[src/pl0ts_pkg.sv]
`timescale 1ns / 1ps
// Shared types, token codes and keyword table for the PL/0 token scanner.
// No dependencies.
package pl0ts_pkg;

  localparam int unsigned KEYWORD_MAX_LEN = 9;
  localparam int unsigned NUMBER_WIDTH    = 32;
  localparam int unsigned RES_FIFO_DEPTH  = 4;

  localparam int unsigned NUM_KEYWORDS = 13;
  localparam int unsigned KW_TEXT_LEN  = 9;

  // token codes
  localparam logic [4:0] TK_EOF     = 5'd0;
  localparam logic [4:0] TK_LPAREN  = 5'd1;
  localparam logic [4:0] TK_RPAREN  = 5'd2;
  localparam logic [4:0] TK_SEMI    = 5'd3;
  localparam logic [4:0] TK_COMMA   = 5'd4;
  localparam logic [4:0] TK_MINUS   = 5'd5;
  localparam logic [4:0] TK_PLUS    = 5'd6;
  localparam logic [4:0] TK_SLASH   = 5'd7;
  localparam logic [4:0] TK_STAR    = 5'd8;
  localparam logic [4:0] TK_EQ      = 5'd9;
  localparam logic [4:0] TK_CEQ     = 5'd10;
  localparam logic [4:0] TK_NE      = 5'd11;
  localparam logic [4:0] TK_LE      = 5'd12;
  localparam logic [4:0] TK_LT      = 5'd13;
  localparam logic [4:0] TK_GE      = 5'd14;
  localparam logic [4:0] TK_GT      = 5'd15;
  localparam logic [4:0] TK_IDENT   = 5'd16;
  localparam logic [4:0] TK_NUMBER  = 5'd17;
  localparam logic [4:0] TK_KW_BASE = 5'd18;

  localparam logic ERR_BAD_CHAR   = 1'b0;
  localparam logic ERR_INCOMPLETE = 1'b1;

  typedef enum logic [2:0] {
    MODE_IDLE,
    MODE_IDENT,
    MODE_NUMBER,
    MODE_COLON,
    MODE_LT,
    MODE_GT
  } scan_mode_e;

  // keyword text, right-justified in 9 bytes
  localparam logic [8*KW_TEXT_LEN-1:0] KW_TEXT [NUM_KEYWORDS] = '{
    "begin", "call", "const", "do", "end", "if", "odd",
    "procedure", "read", "then", "var", "while", "write"
  };
  localparam int unsigned KW_LEN [NUM_KEYWORDS] = '{5, 4, 5, 2, 3, 2, 3, 9, 4, 4, 3, 5, 5};

  typedef struct packed {
    logic [4:0]  token_kind;
    logic        is_error;
    logic        error_kind;
    logic [7:0]  bad_byte;
    logic [31:0] number_value;
    logic [7:0]  ident_length;
    logic        last;
  } res_t;

  // up to two results from one item
  typedef struct packed {
    logic push0;
    logic push1;
    res_t r0;
    res_t r1;
  } push_t;

  function automatic logic [7:0] kw_byte(input int unsigned k, input int unsigned i);
    logic [8*KW_TEXT_LEN-1:0] t;
    t = KW_TEXT[k];
    if (i < KW_LEN[k]) begin
      return t[(KW_LEN[k] - 1 - i) * 8 +: 8];
    end
    return 8'h00;
  endfunction

endpackage

[src/pl0ts_in_if.sv]
`timescale 1ns / 1ps
// Input channel of the token scanner: one source byte per transaction.
// No dependencies.
interface pl0ts_in_if;
  logic       valid;
  logic       ready;
  logic [7:0] in_byte;
  logic       end_of_input;

  modport source (output valid, output in_byte, output end_of_input, input ready);
  modport sink   (input valid, input in_byte, input end_of_input, output ready);
endinterface

[src/pl0ts_out_if.sv]
`timescale 1ns / 1ps
// Output channel of the token scanner: one token or error per transaction.
// No dependencies.
interface pl0ts_out_if;
  logic        valid;
  logic        ready;
  logic [4:0]  token_kind;
  logic        is_error;
  logic        error_kind;
  logic [7:0]  bad_byte;
  logic [31:0] number_value;
  logic [7:0]  ident_length;
  logic        last;

  modport source (output valid, output token_kind, output is_error, output error_kind,
                  output bad_byte, output number_value, output ident_length,
                  output last, input ready);
  modport sink   (input valid, input token_kind, input is_error, input error_kind,
                  input bad_byte, input number_value, input ident_length,
                  input last, output ready);
endinterface

[src/pl0ts_scan_core.sv]
`timescale 1ns / 1ps
// Scanner state and single-pass token logic: one byte in, up to two results out.
// Depends on pl0ts_pkg.
module pl0ts_scan_core #(
  parameter int unsigned KeywordMaxLen = pl0ts_pkg::KEYWORD_MAX_LEN,
  parameter int unsigned NumberWidth   = pl0ts_pkg::NUMBER_WIDTH
) (
  input  logic              clk_i,
  input  logic              rst_ni,
  input  logic              step_i,
  input  logic [7:0]        in_byte_i,
  input  logic              eoi_i,
  output pl0ts_pkg::push_t  push_o
);

  localparam int unsigned IdxW = $clog2(KeywordMaxLen);

  pl0ts_pkg::scan_mode_e mode_q, mode_d;
  logic [7:0]             chars_q [KeywordMaxLen];
  logic [7:0]             cnt_q, cnt_d;
  logic [NumberWidth-1:0] acc_q, acc_d;

  function automatic logic is_alpha(input logic [7:0] c);
    return (c >= "a" && c <= "z") || (c >= "A" && c <= "Z") || c == "_";
  endfunction

  function automatic logic is_digit(input logic [7:0] c);
    return c >= "0" && c <= "9";
  endfunction

  function automatic logic is_space(input logic [7:0] c);
    return c == " " || (c >= 8'd9 && c <= 8'd13);
  endfunction

  function automatic logic [4:0] single_kind(input logic [7:0] c);
    logic [4:0] k;
    unique case (c)
      "(":     k = pl0ts_pkg::TK_LPAREN;
      ")":     k = pl0ts_pkg::TK_RPAREN;
      ";":     k = pl0ts_pkg::TK_SEMI;
      ",":     k = pl0ts_pkg::TK_COMMA;
      "-":     k = pl0ts_pkg::TK_MINUS;
      "+":     k = pl0ts_pkg::TK_PLUS;
      "/":     k = pl0ts_pkg::TK_SLASH;
      "*":     k = pl0ts_pkg::TK_STAR;
      "=":     k = pl0ts_pkg::TK_EQ;
      default: k = pl0ts_pkg::TK_EOF;
    endcase
    return k;
  endfunction

  function automatic pl0ts_pkg::res_t mk_tok(input logic [4:0] kind);
    pl0ts_pkg::res_t r;
    r = '0;
    r.token_kind = kind;
    return r;
  endfunction

  function automatic pl0ts_pkg::res_t mk_err(input logic ekind, input logic [7:0] bad);
    pl0ts_pkg::res_t r;
    r = '0;
    r.is_error   = 1'b1;
    r.error_kind = ekind;
    r.bad_byte   = bad;
    return r;
  endfunction

  // keyword compare on the buffered identifier
  logic       kw_hit;
  logic [4:0] kw_idx;
  logic       kw_match;

  always_comb begin
    kw_hit = 1'b0;
    kw_idx = '0;
    for (int unsigned k = 0; k < pl0ts_pkg::NUM_KEYWORDS; k++) begin
      kw_match = (cnt_q == 8'(pl0ts_pkg::KW_LEN[k]));
      for (int unsigned i = 0; i < pl0ts_pkg::KW_TEXT_LEN; i++) begin
        if (i < pl0ts_pkg::KW_LEN[k] && chars_q[i] != pl0ts_pkg::kw_byte(k, i)) begin
          kw_match = 1'b0;
        end
      end
      if (kw_match && !kw_hit) begin
        kw_hit = 1'b1;
        kw_idx = 5'(k);
      end
    end
  end

  // pending token of the current mode
  pl0ts_pkg::res_t pend_res;

  always_comb begin
    pend_res = '0;
    unique case (mode_q)
      pl0ts_pkg::MODE_IDENT: begin
        if (kw_hit) begin
          pend_res = mk_tok(pl0ts_pkg::TK_KW_BASE + kw_idx);
        end else begin
          pend_res = mk_tok(pl0ts_pkg::TK_IDENT);
          pend_res.ident_length = cnt_q;
        end
      end
      pl0ts_pkg::MODE_NUMBER: begin
        pend_res = mk_tok(pl0ts_pkg::TK_NUMBER);
        pend_res.number_value = 32'(acc_q);
      end
      pl0ts_pkg::MODE_COLON: pend_res = mk_err(pl0ts_pkg::ERR_INCOMPLETE, 8'h00);
      pl0ts_pkg::MODE_LT:    pend_res = mk_tok(pl0ts_pkg::TK_LT);
      pl0ts_pkg::MODE_GT:    pend_res = mk_tok(pl0ts_pkg::TK_GT);
      default:               pend_res = '0;
    endcase
  end

  // scan of the byte from idle
  logic [4:0]            sk;
  logic                  idle_emit;
  pl0ts_pkg::res_t       idle_res;
  pl0ts_pkg::scan_mode_e idle_mode;
  logic                  idle_ident, idle_num;

  always_comb begin
    sk         = single_kind(in_byte_i);
    idle_emit  = 1'b0;
    idle_res   = '0;
    idle_mode  = pl0ts_pkg::MODE_IDLE;
    idle_ident = 1'b0;
    idle_num   = 1'b0;
    priority if (is_space(in_byte_i)) begin
      idle_emit = 1'b0;
    end else if (sk != pl0ts_pkg::TK_EOF) begin
      idle_emit = 1'b1;
      idle_res  = mk_tok(sk);
    end else if (in_byte_i == ":") begin
      idle_mode = pl0ts_pkg::MODE_COLON;
    end else if (in_byte_i == "<") begin
      idle_mode = pl0ts_pkg::MODE_LT;
    end else if (in_byte_i == ">") begin
      idle_mode = pl0ts_pkg::MODE_GT;
    end else if (is_alpha(in_byte_i)) begin
      idle_mode  = pl0ts_pkg::MODE_IDENT;
      idle_ident = 1'b1;
    end else if (is_digit(in_byte_i)) begin
      idle_mode = pl0ts_pkg::MODE_NUMBER;
      idle_num  = 1'b1;
    end else begin
      idle_emit = 1'b1;
      idle_res  = mk_err(pl0ts_pkg::ERR_BAD_CHAR, in_byte_i);
    end
  end

  // main decision
  logic            pa, pb;
  pl0ts_pkg::res_t ra, rb;
  logic            app_en, app_first, add_en, add_first;

  always_comb begin
    mode_d    = mode_q;
    pa        = 1'b0;
    pb        = 1'b0;
    ra        = pend_res;
    rb        = idle_res;
    app_en    = 1'b0;
    app_first = 1'b0;
    add_en    = 1'b0;
    add_first = 1'b0;
    if (eoi_i) begin
      pa     = (mode_q != pl0ts_pkg::MODE_IDLE);
      pb     = 1'b1;
      rb     = mk_tok(pl0ts_pkg::TK_EOF);
      mode_d = pl0ts_pkg::MODE_IDLE;
    end else begin
      // default: flush pending (if any) and rescan the byte from idle
      pa        = (mode_q != pl0ts_pkg::MODE_IDLE);
      pb        = idle_emit;
      mode_d    = idle_mode;
      app_en    = idle_ident;
      app_first = idle_ident;
      add_en    = idle_num;
      add_first = idle_num;
      unique case (mode_q)
        pl0ts_pkg::MODE_IDENT: begin
          if (is_alpha(in_byte_i) || is_digit(in_byte_i)) begin
            pa        = 1'b0;
            pb        = 1'b0;
            mode_d    = pl0ts_pkg::MODE_IDENT;
            app_en    = 1'b1;
            app_first = 1'b0;
            add_en    = 1'b0;
          end
        end
        pl0ts_pkg::MODE_NUMBER: begin
          if (is_digit(in_byte_i)) begin
            pa        = 1'b0;
            pb        = 1'b0;
            mode_d    = pl0ts_pkg::MODE_NUMBER;
            add_en    = 1'b1;
            add_first = 1'b0;
          end
        end
        pl0ts_pkg::MODE_COLON: begin
          // byte after ':' is always consumed
          pb     = 1'b0;
          mode_d = pl0ts_pkg::MODE_IDLE;
          app_en = 1'b0;
          add_en = 1'b0;
          if (in_byte_i == "=") begin
            ra = mk_tok(pl0ts_pkg::TK_CEQ);
          end else begin
            ra = mk_err(pl0ts_pkg::ERR_INCOMPLETE, in_byte_i);
          end
        end
        pl0ts_pkg::MODE_LT: begin
          if (in_byte_i == ">" || in_byte_i == "=") begin
            pb     = 1'b0;
            mode_d = pl0ts_pkg::MODE_IDLE;
            app_en = 1'b0;
            add_en = 1'b0;
            ra     = mk_tok((in_byte_i == ">") ? pl0ts_pkg::TK_NE : pl0ts_pkg::TK_LE);
          end
        end
        pl0ts_pkg::MODE_GT: begin
          if (in_byte_i == "=") begin
            pb     = 1'b0;
            mode_d = pl0ts_pkg::MODE_IDLE;
            app_en = 1'b0;
            add_en = 1'b0;
            ra     = mk_tok(pl0ts_pkg::TK_GE);
          end
        end
        default: begin
          pa = 1'b0;
        end
      endcase
    end
  end

  // identifier buffer and count
  logic [7:0] cnt_base;
  logic       chr_wr;

  always_comb begin
    cnt_base = app_first ? 8'd0 : cnt_q;
    cnt_d    = cnt_q;
    chr_wr   = 1'b0;
    if (app_en) begin
      chr_wr = (cnt_base < 8'(KeywordMaxLen));
      cnt_d  = (cnt_base != 8'hff) ? cnt_base + 8'd1 : cnt_base;
    end
  end

  // number accumulate: acc*10 + d, saturating
  logic [NumberWidth-1:0] acc_base;
  logic [NumberWidth+3:0] acc_ext, acc_next;

  always_comb begin
    acc_base = add_first ? '0 : acc_q;
    acc_ext  = (NumberWidth + 4)'(acc_base);
    acc_next = (acc_ext << 3) + (acc_ext << 1) + (NumberWidth + 4)'(in_byte_i - "0");
    acc_d    = acc_q;
    if (add_en) begin
      acc_d = (|acc_next[NumberWidth+3:NumberWidth]) ? '1 : acc_next[NumberWidth-1:0];
    end
  end

  // pack results
  always_comb begin
    push_o       = '0;
    push_o.push0 = step_i && (pa || pb);
    push_o.push1 = step_i && pa && pb;
    push_o.r0    = pa ? ra : rb;
    push_o.r0.last = !(pa && pb);
    push_o.r1    = rb;
    push_o.r1.last = 1'b1;
  end

  always_ff @(posedge clk_i or negedge rst_ni) begin
    if (!rst_ni) begin
      mode_q <= pl0ts_pkg::MODE_IDLE;
      cnt_q  <= '0;
      acc_q  <= '0;
    end else if (step_i) begin
      mode_q <= mode_d;
      cnt_q  <= cnt_d;
      acc_q  <= acc_d;
    end
  end

  always_ff @(posedge clk_i) begin
    if (step_i && chr_wr) begin
      chars_q[cnt_base[IdxW-1:0]] <= in_byte_i;
    end
  end

endmodule

[src/pl0ts_result_fifo.sv]
`timescale 1ns / 1ps
// Result queue: takes up to two results a cycle, hands out one per transaction.
// Depends on pl0ts_pkg.
module pl0ts_result_fifo (
  input  logic              clk_i,
  input  logic              rst_ni,
  input  pl0ts_pkg::push_t  push_i,
  output logic              room2_o,
  output logic              valid_o,
  input  logic              ready_i,
  output pl0ts_pkg::res_t   head_o
);

  localparam int unsigned Depth = pl0ts_pkg::RES_FIFO_DEPTH;
  localparam int unsigned PtrW  = $clog2(Depth);
  localparam int unsigned CntW  = $clog2(Depth + 1);

  pl0ts_pkg::res_t mem_q [Depth];
  logic [PtrW-1:0] wp_q, rp_q;
  logic [CntW-1:0] cnt_q;
  logic            pop;
  logic [PtrW-1:0] wp1;

  assign pop     = valid_o && ready_i;
  assign valid_o = (cnt_q != '0);
  assign head_o  = mem_q[rp_q];
  assign room2_o = (cnt_q <= CntW'(Depth - 2));
  assign wp1     = wp_q + PtrW'(1);

  always_ff @(posedge clk_i or negedge rst_ni) begin
    if (!rst_ni) begin
      wp_q  <= '0;
      rp_q  <= '0;
      cnt_q <= '0;
    end else begin
      wp_q  <= wp_q + PtrW'(push_i.push0) + PtrW'(push_i.push1);
      rp_q  <= rp_q + PtrW'(pop);
      cnt_q <= cnt_q + CntW'(push_i.push0) + CntW'(push_i.push1) - CntW'(pop);
    end
  end

  always_ff @(posedge clk_i) begin
    if (push_i.push0) begin
      mem_q[wp_q] <= push_i.r0;
    end
    if (push_i.push1) begin
      mem_q[wp1] <= push_i.r1;
    end
  end

endmodule

[src/pl0_token_scanner.sv]
`timescale 1ns / 1ps
// PL/0 token scanner top level: input register, scan core, result queue.
// The byte that ends a token is held in the input register; the token then goes
// to the result queue. Throughput: one byte per cycle while the queue has room
// for two results; results leave at one per cycle while ready. The queue depth sets the slack.
// Reset: asynchronous active low; clears scan mode, counters and queue pointers.
module pl0_token_scanner #(
  parameter int unsigned KeywordMaxLen = pl0ts_pkg::KEYWORD_MAX_LEN,
  parameter int unsigned NumberWidth   = pl0ts_pkg::NUMBER_WIDTH
) (
  input  logic        clk_i,
  input  logic        rst_ni,
  pl0ts_in_if.sink    in_i,
  pl0ts_out_if.source out_o
);

  logic             in_vld_q;
  logic [7:0]       byte_q;
  logic             eoi_q;
  logic             step;
  logic             room2;
  pl0ts_pkg::push_t push;
  pl0ts_pkg::res_t  head;

  // process the held byte once the queue can take two results
  assign step       = in_vld_q && room2;
  assign in_i.ready = !in_vld_q || step;

  always_ff @(posedge clk_i or negedge rst_ni) begin
    if (!rst_ni) begin
      in_vld_q <= 1'b0;
    end else if (in_i.ready) begin
      in_vld_q <= in_i.valid;
    end
  end

  always_ff @(posedge clk_i) begin
    if (in_i.ready && in_i.valid) begin
      byte_q <= in_i.in_byte;
      eoi_q  <= in_i.end_of_input;
    end
  end

  pl0ts_scan_core #(
    .KeywordMaxLen(KeywordMaxLen),
    .NumberWidth  (NumberWidth)
  ) u_core (
    .clk_i    (clk_i),
    .rst_ni   (rst_ni),
    .step_i   (step),
    .in_byte_i(byte_q),
    .eoi_i    (eoi_q),
    .push_o   (push)
  );

  pl0ts_result_fifo u_fifo (
    .clk_i  (clk_i),
    .rst_ni (rst_ni),
    .push_i (push),
    .room2_o(room2),
    .valid_o(out_o.valid),
    .ready_i(out_o.ready),
    .head_o (head)
  );

  assign out_o.token_kind   = head.token_kind;
  assign out_o.is_error     = head.is_error;
  assign out_o.error_kind   = head.error_kind;
  assign out_o.bad_byte     = head.bad_byte;
  assign out_o.number_value = head.number_value;
  assign out_o.ident_length = head.ident_length;
  assign out_o.last         = head.last;

endmodule

[src/flat_wrapper.sv]
// flat-port wrapper written by rule: the top's interface ports become plain ports
module pl0_token_scanner_flat 
#(
  parameter int unsigned KeywordMaxLen = pl0ts_pkg::KEYWORD_MAX_LEN,
  parameter int unsigned NumberWidth   = pl0ts_pkg::NUMBER_WIDTH
)
  (clk_i, rst_ni, in_i_valid, in_i_in_byte, in_i_end_of_input, in_i_ready, out_o_valid, out_o_token_kind, out_o_is_error, out_o_error_kind, out_o_bad_byte, out_o_number_value, out_o_ident_length, out_o_last, out_o_ready);
  pl0ts_in_if in_i_i ();
  pl0ts_out_if out_o_i ();
  input  logic clk_i;
  input  logic rst_ni;
  input wire logic [$bits(in_i_i.valid)-1:0] in_i_valid;
  input wire logic [$bits(in_i_i.in_byte)-1:0] in_i_in_byte;
  input wire logic [$bits(in_i_i.end_of_input)-1:0] in_i_end_of_input;
  output wire logic [$bits(in_i_i.ready)-1:0] in_i_ready;
  output wire logic [$bits(out_o_i.valid)-1:0] out_o_valid;
  output wire logic [$bits(out_o_i.token_kind)-1:0] out_o_token_kind;
  output wire logic [$bits(out_o_i.is_error)-1:0] out_o_is_error;
  output wire logic [$bits(out_o_i.error_kind)-1:0] out_o_error_kind;
  output wire logic [$bits(out_o_i.bad_byte)-1:0] out_o_bad_byte;
  output wire logic [$bits(out_o_i.number_value)-1:0] out_o_number_value;
  output wire logic [$bits(out_o_i.ident_length)-1:0] out_o_ident_length;
  output wire logic [$bits(out_o_i.last)-1:0] out_o_last;
  input wire logic [$bits(out_o_i.ready)-1:0] out_o_ready;
  assign in_i_i.valid = in_i_valid;
  assign in_i_i.in_byte = in_i_in_byte;
  assign in_i_i.end_of_input = in_i_end_of_input;
  assign in_i_ready = in_i_i.ready;
  assign out_o_valid = out_o_i.valid;
  assign out_o_token_kind = out_o_i.token_kind;
  assign out_o_is_error = out_o_i.is_error;
  assign out_o_error_kind = out_o_i.error_kind;
  assign out_o_bad_byte = out_o_i.bad_byte;
  assign out_o_number_value = out_o_i.number_value;
  assign out_o_ident_length = out_o_i.ident_length;
  assign out_o_last = out_o_i.last;
  assign out_o_i.ready = out_o_ready;
  pl0_token_scanner #(.KeywordMaxLen(KeywordMaxLen), .NumberWidth(NumberWidth)) u_core (.clk_i(clk_i), .rst_ni(rst_ni), .in_i(in_i_i), .out_o(out_o_i));
endmodule
[config.mk]
export PLATFORM = sky130hd
export DESIGN_NAME = pl0_token_scanner_flat
export DESIGN_NICKNAME = d
export VERILOG_FILES = /design/src/pl0ts_pkg.sv /design/src/pl0ts_in_if.sv /design/src/pl0ts_out_if.sv /design/src/pl0ts_scan_core.sv /design/src/pl0ts_result_fifo.sv /design/src/pl0_token_scanner.sv /design/src/flat_wrapper.sv
export SDC_FILE = /design/constraint.sdc
export NUM_CORES = 1
export LEC_CHECK = 0
export BUFFER_PORTS_ARGS = -buffer_cell sky130_fd_sc_hd__buf_4
export CAP_MARGIN = 20
export CORE_MARGIN = 1
export CORE_UTILIZATION = 46
export CTS_BUF_LIST = sky130_fd_sc_hd__clkbuf_8
export CTS_CLUSTER_SIZE = 20
export DETAILED_ROUTE_END_ITERATION = 16
export HOLD_SLACK_MARGIN = 0.06
export PLACE_DENSITY = 0.59
export SYNTH_ARGS = -nofsm -noshare
export SYNTH_HDL_FRONTEND = slang
export SYNTH_SLANG_ARGS = --single-unit
[constraint.sdc]
create_clock -name clk_i -period 6.6 [get_ports clk_i]
set_input_delay 1.32 -clock clk_i [delete_from_list [all_inputs] [get_ports clk_i]]
set_output_delay 1.32 -clock clk_i [all_outputs]
set_load 0.05 [all_outputs]
==> results.txt, run 1 <==
The startpoint identified for the worst register-to-register timing path is u_core.byte_q[4]. At the worst endpoint, the arrival time is 6.55 ns. In the routed design, unresolved DRC markers number 1.

The worst voltage drop across the vdd grid came out at 0.257 mV. At the later pin of the worst-skew pair, clock insertion delay measures around 0.66 ns. The number of design-rule violations left by the first detailed-router iteration is about 1100.

The depth of the most critical reg-to-reg path came out at 21. After layout, the worst setup slack is 0.573 ns. The row count came out at 74. The top fanout value on the critical path came out at 18.

The transition time at the pin with the least slew margin is 1.05 ns. The reg-to-reg endpoint is u_core.u_core.acc_q[14]. The height of the chip is just over 200 µm. The most critical setup path has its startpoint at u_core.byte_q[4]. The number of flops mapped to enable cells by yosys is between 100 and 150. The TritonCTS sink count is 356. The worst hold slack came out at 0.459 ns. The number of hold violations in the final report came out at 0. The max-capacitance violation count is 0. The max-slew violation total from the final report came out at 0. The sequential share of the synthesized area is between 40% and 50%.

The worst setup path is captured at a register. The power density over cell area is 464 nW/µm². The signed area change from the synthesized netlist to the final layout came out at 12.1%. Entering global routing, the biggest net connects roughly 130 pins. The number of setup buffers added after CTS is 0. The critical path in this run is classified as register to register.

The share of the cycle needed by the critical path after routing is between 90% and 100%. The cts-stage hold buffer count came out at 0. The instance count along the most critical hold path came out at 1.

The average vias per placed instance is between 6 and 7. The wire length of the first global-routing pass came out at between 80000 and 90000 µm. The number of standard cells after synthesis is 1694. The final weighted congestion in routability-driven placement is between 0.9 and 1. The die width came out at a little over 200 µm. The total congestion overflow after global routing is 0.

The total negative slack is 0 ns. The core box area is roughly 41000 µm². The path with the worst hold slack has its endpoint at u_core.u_fifo.mem_q[2][20]. Among all cell types in the netlist, the one instantiated most often is dfxtp_1. Across the routed clock network, the largest skew measured is 0.0400 ns. The number of standard cells in the layout, taps in and fillers out came out at around 2300.

TritonCTS built the clock tree. Based on the critical path, the design can be clocked at up to 166 MHz. The min-delay analysis places its worst path in the category register to register. In the global route stage, overall resource usage came out at roughly 26%. The setup slack of the worst register-to-register path is approximately 0.57 ns. The flow ran to the end, but the final reports show violations. The number of placed cells counting well taps is 2207. The initial antenna violation count is 0. Sorting the synthesized cells by area gives the leading types as edfxtp_1 (21%), dfxtp_1 (18%), a32o_1 (6.8%), dfrtp_1 (6.7%), mux4_2 (6.6%). The final wirelength is between 50000 and 60000 µm.

Counting instances in the post-synthesis netlist gives the leading cell types as dfxtp_1 (172), edfxtp_1 (133), nor2_1 (132), a32o_1 (129), a21oi_1 (92). The CTS H-tree depth came out at 2. In the synthesized netlist the dominant register cell turns out to be dfxtp_1. For this configuration, the core starts out at a cell density of a little under half. The worst setup slack after placement came out at ~0.20 ns. The number of nets handed over by synthesis was 1791. Clock-pin slew was measured on the worst setup and hold paths at about 0.060 ns. Setup repair after global routing left no endpoint under its margin.

The routed via count is around 15000. The netlist area before placement came out at about 19000 µm². At the worst endpoint, the required time is slightly above 7 ns. The fraction of registers with async set or reset after synthesis came out at 14.3%. The buffer cell driving the clock tree root is clkbuf_8.

For the finished layout, the period the worst path requires is between 6 and 7 ns. The number of antenna diodes in the final layout is 0. The number of buffers created by CTS is 60.

The final reports fail on design-rule violations. The number of global-route vias before repair came to between 10000 and 15000. The worst pin sits at a relative slew slack of between 20 and 30%. The area enclosed by the die boundary came out at around 42000 µm². The netlist uses 89 different library cells. The number of routed nets with antenna violations came out at 0.

The synthesized flop and latch total came out at ~360. During I/O placement, the number of pins put on the boundary was 71. The clock passes through at most 3 buffers. The biggest area contributor in the post-synthesis netlist is edfxtp_1. The startpoint identified for the worst hold timing path is u_core.u_fifo.mem_q[2][20]. Once detailed placement completed, the half-perimeter wirelength came to roughly 36000 µm. The count of input and output buffers came out at 70.

The routed length per placed instance is approximately 23 µm. During synthesis, Yosys emitted a total of 0 warnings. For this run, the post-layout net count is ~1800. The iteration count of the initial detailed-routing pass came out at 13. The number of setup violations in the final report came out at 0. Of the post-synthesis cell area, the dominant cell type holds between 20% and 30%.

A synthesized cell averages roughly 11 µm². The leakage dissipation is approximately 8 nW. The kind of start point of the critical path is a register. The share of post-route cells with drive strength above 1 came out at between 10% and 20%.
[worst max-delay path by stage]
stage / endpoint / slack (ns)
2_1_floorplan: u_core.u_core.acc_q[28] / 0.60
3_3_place_gp: u_core.u_core.acc_q[16] / 0.41
3_5_place_dp: u_core.u_core.acc_q[20] / 0.20
4_1_cts: u_core.u_core.acc_q[31] / 0.17
5_1_grt: u_core.u_core.acc_q[31] / 0.08
6_report: u_core.u_core.acc_q[14] / 0.57
[report_power, final]
group / leakage, nW / internal (mW) / switching (mW)
sequential: 3.25 / 2.56 / 0.370
combinational: 4.06 / 1.82 / 3.05
clock: 0.719 / 1.14 / 0.913
total: 8.03 / 5.52 / 4.34
[critical path, stage by stage (launching register included)]
cell and delay, ns:
edfxtp_1 0.38, inv_1 0.23, ha_1 0.25, or3b_1 0.46
nor4b_1 0.39, a21o_2 0.24, nor2_1 0.07, buf_4 0.17
nand4_1 0.12, buf_4 0.22, and2_1 0.23, fa_1 0.44
ha_1 0.39, a211oi_1 0.27, o21bai_1 0.17, a221oi_1 0.37
o221ai_2 0.21, a221oi_2 0.29, mux2_2 0.39, a211oi_4 0.22
buf_4 0.28, a21oi_1 0.10
[placed cells by master, fill, tap and decap left out, types with 42 or more instances in the layout]
master	n
dfxtp_1	172
edfxtp_1	133
nor2_1	130
a32o_1	129
buf_4	99
a21oi_1	88
clkbuf_8	71
inv_1	65
nand2_1	64
mux4_2	56
ha_1	51
dfrtp_1	49
o21ai_0	48
and2_1	46
a22o_1	42
[sequential cells by signal (all words and copies together), names as in the netlist]
signal / flops
u_core.u_fifo.mem_q: 224
u_core.u_core.chars_q: 72
u_core.u_core.acc_q: 32
u_core.byte_q: 8
u_core.u_core.cnt_q: 8
u_core.u_core.mode_q: 3
u_core.u_fifo.cnt_q: 3
u_core.u_fifo.rp_q: 2
u_core.u_fifo.wp_q: 2
u_core.eoi_q: 1
u_core.in_vld_q: 1
[cells by family (layout without fill, tap and decap cells)]
family	after synthesis	count (layout)	share of synthesized area, %
AOI/OAI and AO/OA	483	483	19.9
xor gates and xnor gates	28	28	1.29
adders and majority gates	84	84	6.85
buffers and inverters	170	265	3.79
DFF	356	356	45.9
muxes	63	63	7.04
and+or+nand+nor	510	510	15.2
[area by class of cell]
type	count	area, µm²
clock buffer	71	977
clock inverter	41	290
fill	3622	19500
inverter	51	191
multi-input combinational	1168	9640
sequential	356	8720
tap	532	666
timing repair buffer	102	783
[per-layer routing]
metal	vias to the layer above	routed length [µm]	global-route usage (%)
met5	-	0	0
met4	0	1670	9.37
met3	101	2590	4.26
met2	447	25900	43.1
met1	7291	22700	33.0
li1	6754	-	-
[through the flow]
step / area (µm²) / total power, mW / utilization (%)
floorplan: 19000 / 6.49 / -
global placement: 20000 / 7.78 / 49.0
detailed placement: 20000 / 7.83 / 49.0
CTS: 21200 / 9.91 / 52.1
global route: 21300 / 10.6 / 52.2
finish: 21300 / 9.86 / 52.2
[timing repair]
item                       4_1_cts  5_1_grt
hold endpoints to repair         0        0
resized for setup                0        5
setup endpoints to repair        0       32
No activity file was read; power rests on OpenSTA's default activity.
==> inputs of run 2 (changes only) <==
Settings changed: CORE_UTILIZATION 46 to 55, PLACE_DENSITY 0.59 to 0.69, SYNTH_HIERARCHICAL from default to 1.
==> run 2 against run 1 <==
  * The run now ends clean
  * Flip-flop and latch count stayed put
  * Clock-buffer cell count decreased by 9
  * Power increased by 8.1%
  * Register-to-register slack got worse by 0.03 ns
  * Synthesized cell count is 4.5% lower
  * Cell count down 3.1%
  * Design area rose by 7.1%
  * Sequential power increased by 16%
  * First-iteration DRC count shrank 0.18%
  * Global-route usage is 0.19 points higher
  * Critical endpoint is now u_core/u_core/acc_q[31]
  * Largest power group unchanged
==> results.txt, run 2 <==
The total of warnings raised by yosys came out at 6 (was 0). The number of buffers created by CTS was 58 (was 60). The clock latency on the worst-skew pair was 0.64 ns (was 0.66 ns). The post-synthesis share of cell area spent on xor and xnor gates came out at 1.51% (was 1.29%). The critical path arrival came out at 6.61 ns (was 6.55 ns). The area enclosed by the die boundary came out at 38600 µm² (was 42100 µm²). The wire length on met1 came out at 22400 µm (was 22700 µm). The data required time at the worst endpoint came out at 7.15 ns (was 7.12 ns).

The buffer cell driving the clock tree root is clkbuf_8 (unchanged). The total congestion overflow after global routing is 0 (unchanged). The top fanout value on the critical path came out at 27 (was 18). The hold-critical path endpoint is u_core/u_core/acc_q[7] (was u_core.u_fifo.mem_q[2][20]). Top cell types by occurrence after synthesis: edfxtp_1 (305), mux2_2 (226), a21oi_1 (99), nor2_1 (97), and2_1 (72) (was dfxtp_1 (172), edfxtp_1 (133), nor2_1 (132), a32o_1 (129), a21oi_1 (92)). The half-perimeter wire length after detailed placement came out at 32600 µm (was 36400 µm). The multiplexer area fraction after synthesis came to 18.4% (was 7.04%). The average vias per placed instance is 5.98 (was 6.29). The depth of the most critical reg-to-reg path is 20 (was 21). The post-synthesis area per instance came out at 12.9 µm² (was 11.2 µm²). The leakage dissipation is 8.93 nW (was 8.03 nW). The clock tree from TritonCTS was built (unchanged). The number of placed cells counting well taps came out at 2143 (was 2207). The routed via count came out at 13452 (was 14593). The largest net degree at the start of global routing is 57 (was 129). The met3 routed wirelength came out at 3020 µm (was 2590 µm). The total negative slack came to 0 ns (unchanged).

The placed standard-cell area is 21700 µm² (was 20000 µm²). The CTS H-tree depth came to 2 (unchanged). The number of design-rule violations left by the first detailed-router iteration is 1133 (was 1135).

The row count is 70 (was 74). The maximum clock rate is 165 MHz (was 166 MHz). The number of flops mapped to enable cells by yosys came out at 305 (was 133). The classification of the worst setup path is register to register (unchanged). The die width is 197 µm (was 205 µm). The number of antenna repair diodes came out at 0 (unchanged).

The number of setup violations in the final report is 0 (unchanged). The clock slew at the register clock pins of the worst setup and hold paths is 0.07 ns (was 0.06 ns). Status: finished, final reports clean (was complete, but fails checks).

The amount of wire on met2 after detailed routing is 22500 µm (was 25900 µm). The number of standard cells in the layout, taps in and fillers out is 2248 (was 2321). The aggregate global-route resource usage is 25.8% (was 25.6%).

The most frequently used flop master after synthesis is edfxtp_1 (was dfxtp_1). The most common cell after layout, fill and taps aside was edfxtp_1 (was dfxtp_1). The core box area is 37000 µm² (was 40700 µm²).

The register with the most flip-flops is u_core/u_fifo/mem_q (was u_core.u_fifo.mem_q). The transition time at the pin with the least slew margin is 1.09 ns (was 1.05 ns). The initial antenna violation count is 0 (unchanged).

The sequential share of the synthesized area is 50.1% (was 45.9%). The area fraction in compound gates after synthesis came out at 7.07% (was 19.9%). The cts-stage hold buffer count is 0 (unchanged). The routed length per placed instance came out at 21.8 µm (was 22.8 µm). Ranking of synthesized cells by area: edfxtp_1 (44%), mux2_2 (12%), dfrtp_1 (6.1%), mux4_2 (6.1%), fa_1 (3.2%) (was edfxtp_1 (21%), dfxtp_1 (18%), a32o_1 (6.8%), dfrtp_1 (6.7%), mux4_2 (6.6%)). The most repeated cell in the gate-level netlist after synthesis is edfxtp_1 (was dfxtp_1). The fraction of registers with async set or reset after synthesis is 14.3% (unchanged). Most frequent cells in the layout: edfxtp_1 (305), mux2_2 (226), a21oi_1 (99) (was dfxtp_1 (172), edfxtp_1 (133), nor2_1 (130)). The netlist area before placement came out at 20800 µm² (was 19000 µm²). The TritonCTS sink count came to 356 (unchanged). The max-slew violation total from the final report came out at 0 (unchanged).

The adder-cell share of the synthesized area came out at 6.30% (was 6.85%). The instance count along the most critical hold path came out at 2 (was 1). The number of flip-flops under the largest register name came out at 224 (unchanged). The signed area change from the synthesized netlist to the final layout came out at 9.39% (was 12.1%). The height of the chip is 197 µm (was 205 µm). The power density over cell area is 468 nW/µm² (was 464 nW/µm²).

The share of the cycle needed by the critical path after routing is 91.8% (was 91.3%). The count of nets after finishing came out at 1797 (was 1836). The max-capacitance violation count came out at 0 (unchanged).

The number of DRC violations after detailed routing is 0 (was 1). The share of post-route cells with drive strength above 1 is 28.4% (was 16.2%). The number of standard cells after synthesis is 1618 (was 1694). The synthesized flop and latch total came out at 356 (unchanged). The number of setup buffers added after CTS came out at 0 (unchanged). The count of input and output buffers is 70 (unchanged).

The final weighted congestion in routability-driven placement is 0.908 (was 0.953). The area of all placed cells without fillers is 22800 µm² (was 21300 µm²). The initial core utilization came out at 56.3% (was 46.6%). The wire length of the first global-routing pass was 76700 µm (was 83400 µm). The kind of start point of the critical path is a register (unchanged). The source of the worst register-to-register timing path is u_core/byte_q[4] (was u_core.byte_q[4]). The nature of the critical path endpoint was a register (unchanged). The number of global-route vias before repair came out at 13676 (was 14761). Setup repair after global routing missed its margin: false (unchanged). The clock tree skew after final layout came out at 0.0299 ns (was 0.0400 ns). The share of Yosys cell area claimed by the top area cell type came out at 44.0% (was 21.1%).

The topmost layer with routed signal wires is met4 (unchanged). The final wirelength came out at 48900 µm (was 52900 µm). The number of hold violations in the final report came out at 0 (unchanged). The area fraction in and, or, nand and nor cells after synthesis came out at 11.7% (was 15.2%). The iteration count of the initial detailed-routing pass is 6 (was 13). The dominant cell type by area after synthesis is edfxtp_1 (unchanged). The main combinational cell family by area after synthesis is multiplexers (was compound AO/OA/AOI/OAI gates). The post-cts sizing count came out at 0 (unchanged). The critical hold path startpoint is u_core/u_core/acc_q[7] (was u_core.u_fifo.mem_q[2][20]). The final critical path time including I/O delays and setup is 6.06 ns (was 6.03 ns). The worst hold path class is register to register (unchanged). The reg-to-reg endpoint is u_core/u_core/acc_q[31] (was u_core.u_core.acc_q[14]). The count of unique library cells instantiated by Yosys came out at 93 (was 89). The number of routed nets with antenna violations is 0 (unchanged). The maximum number of buffers from clock root to sink came out at 3 (unchanged). The worst voltage drop across the vdd grid was 0.250 mV (was 0.257 mV). The number of primary I/O pins is 71 (unchanged). The relative slew slack is 26.5% (was 29.6%). The setup slack of the worst register-to-register path is 0.54 ns (was 0.57 ns).
==> run 2: cell count changes after synthesis, moves of 22 or more <==
cell | before | now
and2_1 | 50 | 72
a32o_1 | 129 | 0
mux2_2 | 3 | 226
nor2_1 | 132 | 97
buf_4 | 0 | 60
dfxtp_1 | 172 | 0
clkbuf_1 | 76 | 23
edfxtp_1 | 133 | 305
a22o_1 | 42 | 1
==> run 2: how the worst max path moves through the flow <==
stage                           from                        end  slack (ns)
floorplan           u_core/byte_q[4]  u_core/u_fifo/mem_q[2][0]       -0.29
global placement    u_core/byte_q[4]    u_core/u_core/acc_q[31]        0.83
detailed placement  u_core/byte_q[4]    u_core/u_core/acc_q[31]        0.66
CTS                 u_core/byte_q[4]    u_core/u_core/acc_q[31]        0.62
global route        u_core/byte_q[4]    u_core/u_core/acc_q[29]        0.16
finish              u_core/byte_q[4]    u_core/u_core/acc_q[31]        0.54
==> run 2: cells by family after synthesis <==
kind of cell,after synthesis
XOR/XNOR,36
AO/OA/AOI/OAI,237
other,2
adder cells (fa/ha/maj),85
multiplexers,285
flip-flops,356
buffers and inverters,185
AND/OR/NAND/NOR,432
==> run 2: through the flow <==
| stage | worst slack, ns | hold WS [ns] | util, % | total power, mW |
|---|---|---|---|---|
| detailed placement | 0.665 | 0.550 | 58.7 | 8.84 |
| CTS | 0.625 | 0.569 | 61.6 | 10.7 |
| global placement | 0.825 | 0.540 | 58.7 | 8.78 |
| finish | 0.543 | 0.565 | 61.6 | 10.7 |
| global route | 0.156 | 0.616 | 61.6 | 11.3 |
| floorplan | -0.293 | 0.496 | - | 7.42 |
==> run 2: critical path, stage by stage (launching register included) <==
cell and delay (ns):
edfxtp_1 0.45, inv_1 0.18, ha_1 0.22, or3b_2 0.49
a21oi_1 0.13, o221ai_1 0.19, and3_1 0.29, o211ai_1 0.26
buf_4 0.37, and2_1 0.25, fa_1 0.45, ha_1 0.37
a21oi_1 0.24, nand2_1 0.08, o2bb2ai_1 0.35, o211ai_1 0.26
a21oi_1 0.38, o21bai_1 0.23, a2111oi_0 0.46, nor3_1 0.16
a21oi_1 0.16
==> run 2: layer usage <==
metal	global-route usage (%)	up-vias
met2	40.7	457
met1	37.2	6719
met4	7.01	0
met5	0	-
met3	4.02	64
li1	-	6212
==> run 2: final cells by class <==
type / count / area, µm²
Multi-Input combinational cell: 1118 / 9600
Fill cell: 2970 / 14200
Sequential cell: 356 / 10400
Timing Repair Buffer: 97 / 778
Tap cell: 504 / 631
Inverter: 68 / 255
Clock buffer: 62 / 853
Clock inverter: 43 / 228
==> run 2: power breakdown <==
group	internal, mW	switching [mW]
sequential	3.04	0.375
combinational	2.01	3.42
clock	0.939	0.875
